[src/rtl/core/aging_task_queue_assert.svh]
// assertion macros for the aging task queue rtl
// expects signals named clk and rst in the scope of each use
`ifndef AGING_TASK_QUEUE_ASSERT_SVH
`define AGING_TASK_QUEUE_ASSERT_SVH

// same-cycle implication
`define ATQ_ASSERT_NOW(label, ante, cons) \
  label: assert property (@(posedge clk) disable iff (rst) (ante) |-> (cons)) \
    else $error("aging_task_queue: same-cycle check failed");

// next-cycle implication
`define ATQ_ASSERT_NEXT(label, ante, cons) \
  label: assert property (@(posedge clk) disable iff (rst) (ante) |=> (cons)) \
    else $error("aging_task_queue: next-cycle check failed");

`endif

[src/rtl/core/atq_pkg.sv]
// types, codes and sizes for the aging task queue
// no dependencies; used by atq_cell and aging_task_queue
package atq_pkg;

  localparam int QUEUE_DEPTH = 16;
  localparam int ID_W        = 16;
  localparam int WAIT_W      = 16;
  localparam int OCC_W       = 5;
  localparam int CNT_W       = $clog2(QUEUE_DEPTH + 1);
  localparam int BIT_W       = $clog2(WAIT_W);

  localparam logic [WAIT_W-1:0] WAIT_MAX = {WAIT_W{1'b1}};
  localparam logic [WAIT_W-1:0] NEW_WAIT = WAIT_W'(1);

  typedef enum logic [1:0] {
    KIND_ENQ  = 2'd0,
    KIND_EXEC = 2'd1,
    KIND_KILL = 2'd2,
    KIND_NOP  = 2'd3
  } kind_t;

  typedef enum logic [1:0] {
    STAT_DONE  = 2'd0,
    STAT_DUP   = 2'd1,
    STAT_EMPTY = 2'd2,
    STAT_FULL  = 2'd3
  } status_t;

  typedef enum logic [1:0] {
    S_IDLE,
    S_SCAN,
    S_RUN
  } state_t;

  typedef enum logic [2:0] {
    OP_HOLD,
    OP_SCAN_LOAD,
    OP_SCAN,
    OP_PUSH,
    OP_POP,
    OP_KILL
  } cell_op_t;

  typedef struct packed {
    kind_t           kind;
    logic [ID_W-1:0] task_id;
  } cmd_t;

  typedef struct packed {
    status_t          status;
    logic [ID_W-1:0]  out_id;
    logic [WAIT_W-1:0] out_wait;
    logic [OCC_W-1:0] occupancy;
  } result_t;

  // broadcast control from the sequencer to every cell
  typedef struct packed {
    cell_op_t         op;
    logic [ID_W-1:0]  task_id;
    logic [BIT_W-1:0] bit_sel;
    logic             any_hit;
  } cell_ctl_t;

endpackage

[src/rtl/core/aging_task_queue.sv]
// aging task queue top level: sequencer, occupancy count and the row of slot cells
// depends on atq_pkg, atq_cell and aging_task_queue_assert.svh
//
//  channel   ports              handshake               word
//  command   cmd (cmd_t)        start high, busy low    kind, task_id
//  result    result (result_t)  done high for one cycle status, out_id, out_wait, occupancy
//
// enqueue, execute and no-op words latch the command on accept, then in the run state
// every cell updates at once where the word calls for it (shift, age or append)
// kill on a non-empty queue first passes through the scan state: the largest wait is found
// bit-serially, msb first, one wait bit per cycle across all cells in parallel
// done rises in the cycle busy drops, and a new start is taken in that same cycle
// rst is synchronous and active high; it clears the state, done and the count only,
// slot contents are undefined until written and never read before that
`include "aging_task_queue_assert.svh"

module aging_task_queue (
  input  logic             clk,
  input  logic             rst,
  input  logic             start,
  input  atq_pkg::cmd_t    cmd,
  output logic             busy,
  output logic             done,
  output atq_pkg::result_t result
);

  localparam int N = atq_pkg::QUEUE_DEPTH;

  // sequencer registers
  atq_pkg::state_t             state, state_next;
  logic [atq_pkg::CNT_W-1:0]   count, count_next;
  logic [atq_pkg::BIT_W-1:0]   bit_idx, bit_idx_next;
  atq_pkg::cmd_t               cmd_q;
  atq_pkg::result_t            result_next;
  logic                        done_next;

  atq_pkg::cell_ctl_t          ctl;

  // per-cell wiring
  logic [atq_pkg::ID_W-1:0]   slot_id   [N];
  logic [atq_pkg::WAIT_W-1:0] slot_wait [N];
  logic [atq_pkg::ID_W-1:0]   nxt_id    [N];
  logic [atq_pkg::WAIT_W-1:0] nxt_wait  [N];
  logic [N-1:0]               occ, tail, match, hit, cand, take_next, first;

  logic                       accept;
  logic                       dup, full, empty;
  logic [atq_pkg::ID_W-1:0]   kill_id;
  logic [atq_pkg::WAIT_W-1:0] kill_wait;

  // assertion helpers
  logic                       kill_run;
  logic                       push_now;

  assign accept = start && !busy;
  assign busy   = (state != atq_pkg::S_IDLE);
  assign dup    = |match;
  assign full   = (count >= atq_pkg::CNT_W'(N));
  assign empty  = (count == '0);

  // row of slot cells; each one pulls from its right neighbor on a shift
  for (genvar i = 0; i < N; i++) begin : g_cell
    assign occ[i]  = (atq_pkg::CNT_W'(i) < count);
    assign tail[i] = (atq_pkg::CNT_W'(i) == count);

    if (i == N - 1) begin : g_last
      assign nxt_id[i]   = '0;
      assign nxt_wait[i] = '0;
    end else begin : g_mid
      assign nxt_id[i]   = slot_id[i+1];
      assign nxt_wait[i] = slot_wait[i+1];
    end

    atq_cell u_cell (
      .clk       (clk),
      .ctl       (ctl),
      .occ       (occ[i]),
      .tail      (tail[i]),
      .take_next (take_next[i]),
      .nxt_id    (nxt_id[i]),
      .nxt_wait  (nxt_wait[i]),
      .slot_id   (slot_id[i]),
      .slot_wait (slot_wait[i]),
      .match     (match[i]),
      .hit       (hit[i]),
      .cand      (cand[i])
    );
  end

  // earliest surviving candidate is the kill victim; it and every later cell shift
  always_comb begin
    logic seen;
    seen = 1'b0;
    for (int i = 0; i < N; i++) begin
      first[i]     = cand[i] && !seen;
      seen         = seen || cand[i];
      take_next[i] = seen;
    end
  end

  // one-hot select of the victim's id and wait
  always_comb begin
    kill_id   = '0;
    kill_wait = '0;
    for (int i = 0; i < N; i++) begin
      kill_id   = kill_id   | (slot_id[i]   & {atq_pkg::ID_W{first[i]}});
      kill_wait = kill_wait | (slot_wait[i] & {atq_pkg::WAIT_W{first[i]}});
    end
  end

  always_ff @(posedge clk) begin
    if (rst) begin
      state <= atq_pkg::S_IDLE;
      count <= '0;
      done  <= 1'b0;
    end else begin
      state <= state_next;
      count <= count_next;
      done  <= done_next;
    end
  end

  // payload registers, no reset needed
  always_ff @(posedge clk) begin
    bit_idx <= bit_idx_next;
    result  <= result_next;
    if (accept) begin
      cmd_q <= cmd;
    end
  end

  always_comb begin
    state_next   = state;
    count_next   = count;
    bit_idx_next = bit_idx;
    done_next    = 1'b0;
    result_next  = result;

    ctl.op      = atq_pkg::OP_HOLD;
    ctl.task_id = cmd_q.task_id;
    ctl.bit_sel = bit_idx;
    ctl.any_hit = |hit;

    case (state)
      atq_pkg::S_IDLE: begin
        if (accept) begin
          // every cell starts as a candidate if it is occupied
          ctl.op       = atq_pkg::OP_SCAN_LOAD;
          bit_idx_next = atq_pkg::BIT_W'(atq_pkg::WAIT_W - 1);
          if ((cmd.kind == atq_pkg::KIND_KILL) && !empty) begin
            state_next = atq_pkg::S_SCAN;
          end else begin
            state_next = atq_pkg::S_RUN;
          end
        end
      end

      atq_pkg::S_SCAN: begin
        // one wait bit per cycle, msb first
        ctl.op = atq_pkg::OP_SCAN;
        if (bit_idx == '0) begin
          state_next = atq_pkg::S_RUN;
        end else begin
          bit_idx_next = bit_idx - atq_pkg::BIT_W'(1);
        end
      end

      atq_pkg::S_RUN: begin
        state_next           = atq_pkg::S_IDLE;
        done_next            = 1'b1;
        result_next.status   = atq_pkg::STAT_DONE;
        result_next.out_id   = '0;
        result_next.out_wait = '0;

        case (cmd_q.kind)
          atq_pkg::KIND_ENQ: begin
            // id check comes before the full check
            if (dup) begin
              result_next.status = atq_pkg::STAT_DUP;
            end else if (full) begin
              result_next.status = atq_pkg::STAT_FULL;
            end else begin
              ctl.op     = atq_pkg::OP_PUSH;
              count_next = count + atq_pkg::CNT_W'(1);
            end
          end
          atq_pkg::KIND_EXEC: begin
            if (empty) begin
              result_next.status = atq_pkg::STAT_EMPTY;
            end else begin
              ctl.op               = atq_pkg::OP_POP;
              result_next.out_id   = slot_id[0];
              result_next.out_wait = slot_wait[0];
              count_next           = count - atq_pkg::CNT_W'(1);
            end
          end
          atq_pkg::KIND_KILL: begin
            if (empty) begin
              result_next.status = atq_pkg::STAT_EMPTY;
            end else begin
              ctl.op               = atq_pkg::OP_KILL;
              result_next.out_id   = kill_id;
              result_next.out_wait = kill_wait;
              count_next           = count - atq_pkg::CNT_W'(1);
            end
          end
          default: begin
          end
        endcase

        result_next.occupancy = atq_pkg::OCC_W'(count_next);
      end

      default: begin
        state_next = atq_pkg::S_IDLE;
      end
    endcase
  end

  assign kill_run = (state == atq_pkg::S_RUN) && (cmd_q.kind == atq_pkg::KIND_KILL) && !empty;
  assign push_now = (ctl.op == atq_pkg::OP_PUSH);

  // results only show while idle
  `ATQ_ASSERT_NOW(a_done_idle, done, !busy)
  // count stays within the queue depth
  `ATQ_ASSERT_NOW(a_count_bound, 1'b1, count <= atq_pkg::CNT_W'(N))
  // exactly one victim once the scan of a non-empty queue is over
  `ATQ_ASSERT_NOW(a_one_victim, kill_run, $onehot(first))
  // an append grows the queue by one
  `ATQ_ASSERT_NEXT(a_push_grows, push_now, count == $past(count) + atq_pkg::CNT_W'(1))
  // an accepted word makes the block busy, with no result in the next cycle
  `ATQ_ASSERT_NEXT(a_accept_busy, accept, busy && !done)

endmodule

[src/rtl/core/atq_cell.sv]
// one queue slot: task id, wait counter and max-search candidate flag
// depends on atq_pkg
module atq_cell (
  input  logic                      clk,
  input  atq_pkg::cell_ctl_t        ctl,
  input  logic                      occ,
  input  logic                      tail,
  input  logic                      take_next,
  input  logic [atq_pkg::ID_W-1:0]  nxt_id,
  input  logic [atq_pkg::WAIT_W-1:0] nxt_wait,
  output logic [atq_pkg::ID_W-1:0]  slot_id,
  output logic [atq_pkg::WAIT_W-1:0] slot_wait,
  output logic                      match,
  output logic                      hit,
  output logic                      cand
);

  logic [atq_pkg::ID_W-1:0]   id_reg;
  logic [atq_pkg::WAIT_W-1:0] wait_cnt;
  logic                       cand_reg;

  assign slot_id   = id_reg;
  assign slot_wait = wait_cnt;
  assign cand      = cand_reg;
  assign match     = occ && (id_reg == ctl.task_id);
  assign hit       = cand_reg && wait_cnt[ctl.bit_sel];

  always_ff @(posedge clk) begin
    case (ctl.op)
      atq_pkg::OP_SCAN_LOAD: begin
        cand_reg <= occ;
      end
      atq_pkg::OP_SCAN: begin
        // drop out once some candidate has a one where this one has a zero
        cand_reg <= cand_reg && (wait_cnt[ctl.bit_sel] || !ctl.any_hit);
      end
      atq_pkg::OP_PUSH: begin
        if (tail) begin
          id_reg   <= ctl.task_id;
          wait_cnt <= atq_pkg::NEW_WAIT;
        end else if (occ && (wait_cnt != atq_pkg::WAIT_MAX)) begin
          wait_cnt <= wait_cnt + atq_pkg::WAIT_W'(1);
        end
      end
      atq_pkg::OP_POP: begin
        id_reg <= nxt_id;
        if (nxt_wait > atq_pkg::WAIT_W'(1)) begin
          wait_cnt <= nxt_wait - atq_pkg::WAIT_W'(1);
        end else begin
          wait_cnt <= nxt_wait;
        end
      end
      atq_pkg::OP_KILL: begin
        if (take_next) begin
          id_reg   <= nxt_id;
          wait_cnt <= nxt_wait;
        end
      end
      default: begin
      end
    endcase
  end

endmodule
[config.mk]
export PLATFORM = sky130hd
export DESIGN_NAME = aging_task_queue
export DESIGN_NICKNAME = d
export VERILOG_FILES = /design/src/rtl/core/atq_pkg.sv /design/src/rtl/core/aging_task_queue.sv /design/src/rtl/core/atq_cell.sv
export VERILOG_INCLUDE_DIRS = /design/src /design/src/rtl/core
export SDC_FILE = /design/constraint.sdc
export NUM_CORES = 2
export LEC_CHECK = 0
export ABC_CLOCK_PERIOD_IN_PS = 6100
export BUFFER_PORTS_ARGS = -buffer_cell sky130_fd_sc_hd__clkbuf_2
export CAP_MARGIN = 20
export CORE_MARGIN = 5
export CORE_UTILIZATION = 55
export DETAILED_ROUTE_END_ITERATION = 10
export PLACE_DENSITY_LB_ADDON = 0.25
export SLEW_MARGIN = 10
export SYNTH_ARGS = -nofsm -noshare
export SYNTH_HDL_FRONTEND = slang
export SYNTH_SLANG_ARGS = --single-unit
[constraint.sdc]
create_clock -name clk -period 6.1 [get_ports clk]
set_clock_uncertainty 0.1 [all_clocks]
set_input_delay 1.22 -clock clk [delete_from_list [all_inputs] [get_ports clk]]
set_output_delay 1.22 -clock clk [all_outputs]
set_load 0.01 [all_outputs]
==> flow_metrics.py <==
metrics = {
    "layout": {
        "final_area_um2": 48480,
        "final_cells": 5479,
        "layout.nets": 4431,
        "n_fill_cell": 6916,
        "syn_to_final_growth_pct": 6.971,
        "drive_gt1_share_pct": 14.95,
        "antenna_cells": 0,
    },
    "worst_setup_path": {
        "cp_data_required_time_ps": 6310,
        "critPathKind": "reg2reg",
        "slowest_stage": "nor4_1",
        "start_kind": "flop",
        "worst-path-max-fanout": 37,
        "worstSetupEndpointType": "flop",
        "worst_ep_arrival_time_ps": 5100,
        "crit_path_cell_trace": "buf_4 > xor2_1 > or4_1 > nor4_1 > a32oi_1 > nand4_1 > nor4_2 > or3_4 > buf_12 > buf_12 > o22ai_1 > buf_4",
        "slowest_delay_ps": 700,
    },
    "routing": {
        "ant_nets": 0,
        "wl_met2_um": 68610,
        "top_layer_used": "met5",
        "drcViolationCount": 0,
        "wirelength_um": 154700,
        "drt-initial-drc-count": 4990,
        "met3_length_um": 16370,
        "dr.pass1.iters": 10,
        "wl_per_cell_um": 28.24,
        "num_vias": 37245,
        "vias_per_cell": 6.798,
        "wl_met1_um": 60210,
    },
    "power_and_ir_drop": {
        "p_leak_nw": 18.31,
        "p_total_w": 0.01047,
        "pwr_density_cell_nw_per_um2": 215.9,
        "vdd.ir_drop.worst_mv": 0.2640,
    },
    "floorplanning": {
        "die_x_um": 297.1,
        "core_area_um2": 81850,
        "fp-row-count": 105,
        "start_util_pct": 55.37,
        "die_area_um2": 88240,
        "ioPinCount": 62,
        "die_h_um": 297.1,
    },
    "placed_design": {
        "dp_hpwl_um": 111600,
        "placed_cell_area_um2": 46100,
        "io_buffers": 61,
        "dpl.cell_count": 5352,
        "gp_congestion": 1.008,
        "place_ws_ps": 1259,
    },
    "logic_synthesis": {
        "synth_xor_area_share_pct": 13.24,
        "synth_edf_count": 589,
        "synth_compound_gate_area_share_pct": 8.442,
        "synth-seq-cells": 597,
        "synth_area_um2": 45320,
        "yosysSeqAreaShare_pct": 39.38,
        "synth_top_family_by_area": "simple AND/OR/NAND/NOR gates",
        "ys_types": 87,
        "syn-num-nets": 4626,
        "synth_fa_ha_area_share_pct": 1.546,
        "avgSynthCellArea_um2": 9.963,
        "ys_async_sr_fraction_pct": 0,
        "synth_flop_cell": "edfxtp_1",
        "yosys_warnings": 0,
        "yosys.area_share.simple_pct": 17.38,
        "synth_mux_area_share_pct": 14.72,
        "syn-instance-count": 4549,
    },
    "global_routing": {
        "grt_max_degree": 106,
        "track_usage_pct": 33.49,
        "grt_pass1_wl_um": 229100,
        "grt_pass1_vias": 35018,
        "antenna_found_initial": 5,
        "overflow": 0,
    },
    "sta": {
        "grt_setup_unrepaired": "no",
        "layout_worst_path_cycle_share_pct": 80.06,
        "fin_ws_ps": 1216,
        "worst_slew_pin_slew_ps": 1178,
        "fin_tns_setup_ps": 0,
        "finalHoldViolCount": 0,
        "setup_viol": 0,
        "max_freq_ghz": 0.2048,
        "slew_headroom_pct": 21.33,
        "slew_violations": 0,
        "layout_min_cycle_time_ps": 4884,
    },
    "clock_network": {
        "cts_buffers": 70,
        "h-tree-depth": 3,
        "clock_path_buffers": 3,
        "post_cts_buffers": 0,
        "insertion_delay_ps": 650,
        "cts.repair.resized": 0,
        "cts_hold_buf": 0,
        "cts.clk_slew.worst_paths_ps": 70,
        "clock_sinks": 597,
        "cts_tree": "yes",
        "cts_root_buffer": "clkbuf_16",
    },
    "outcome": {
        "status": "complete, no violations",
    },
    "flow_run": {
        "drv_cap": 0,
    },
    "hold_path": {
        "hold_path.class": "reg2reg",
    },
}
stage by stage:
step	utilization, %	hold slack (ps)
floorplan	-	362.9
finish	59.23	446.1
detailed placement	56.32	409.0
global placement	56.31	409.3
CTS	59.23	431.9
global route	59.23	456.9
critical path, delay by kind of cell (launching register included):
kind	cells	cell delay, ps
AO/OA/AOI/OAI	2	390
AND/OR/NAND/NOR	5	2090
flip-flops	1	680
buffers and inverters	4	1120
XOR/XNOR	1	130
cell usage after synthesis, drive strengths merged, types with 14 or more instances:
cell	number	area [um2]
a211oi	36	270.3
a21oi	50	250.2
a221oi	68	595.6
a222oi	29	290.3
a22o	30	262.8
a22oi	38	285.3
a31oi	17	121.4
and2	36	225.2
and3	77	481.7
buf	158	983.4
clkbuf	299	1126
edfxtp	589	17690
ha	56	700.7
inv	77	289.0
mux2	261	2939
mux2i	274	2743
mux4	44	991.0
nand2	574	2155
nand3	155	775.7
nand3b	16	120.1
nand4	92	575.6
nor2	250	938.4
nor2b	24	150.1
nor3	99	500.5
nor4	127	825.8
nor4b	15	158.9
o211ai	29	217.7
o21ai	52	260.3
o221ai	21	183.9
o22ai	46	287.8
or2	14	87.59
or3	38	242.7
or4	34	274.0
xnor2	377	3302
xor2	308	2698
layout make-up:
class                           instances  area [um2]  area share [%]
Clock inverter                         44       561.8           1.159
Timing Repair Buffer                  190        1399           2.885
Multi-Input combinational cell       3418       25220           52.03
Tap cell                             1070        1339           2.761
Inverter                               77       289.0          0.5962
Clock buffer                           83        1822           3.758
Sequential cell                       597       17850           36.81
metal layers:
metal	global-route usage (%)	up-vias
li1	-	16288
met1	45.52	18129
met2	51.59	2371
met3	6.488	451
met4	16.62	6
met5	0	-
cells by family (layout without fill, tap and decap cells):
family,count (synthesis),after routing
simple gates,1595,1595
xor+xnor,685,685
flops,597,597
mux,579,579
buf+inv,534,394
compound gates,503,503
fa+ha+maj,56,56
where the power goes:
part	internal (W)	switching (W)
registers	0.00459	0.000123
clock network	0.00263	0.00188
logic	0.000450	0.000795
final timing paths:
| path | to | from | slack, ps | cells after the start |
|---|---|---|---|---|
| setup / recovery | g_cell[8].u_cell.slot_id[14] | cmd_q[4] | 1220 | 12 |
| hold / removal | state[1] | state[1] | 450 | 1 |
| setup reg to reg | g_cell[8].u_cell.slot_id[14] | cmd_q[4] | 1220 | 12 |
| hold reg to reg | state[1] | state[1] | 450 | 1 |
cell usage in the layout (no fill, tap or decap), drive strengths merged, types with 12 or more instances in the layout:
master / netlist / final
mux2: 261 / 261
o21ai: 52 / 52
nor3b: 12 / 12
buf: 158 / 129
and3: 77 / 77
or4: 34 / 34
inv: 77 / 83
mux2i: 274 / 274
and2: 36 / 36
clkbuf: 299 / 144
a221oi: 68 / 68
nand2: 574 / 574
nand4: 92 / 92
a22o: 30 / 30
clkinv: 0 / 25
nor2b: 24 / 24
a21oi: 50 / 50
xnor2: 377 / 377
o221ai: 21 / 21
a211oi: 36 / 36
nand3: 155 / 155
a222oi: 29 / 29
ha: 56 / 56
xor2: 308 / 308
edfxtp: 589 / 589
o221a: 12 / 12
or3: 38 / 38
nor4b: 15 / 15
or2: 14 / 14
a22oi: 38 / 38
a31oi: 17 / 17
mux4: 44 / 44
nor3: 99 / 99
nor4: 127 / 127
nor2: 250 / 250
o211ai: 29 / 29
nand3b: 16 / 16
o22ai: 46 / 46
Note: power is estimated with default switching activity, not from simulation.
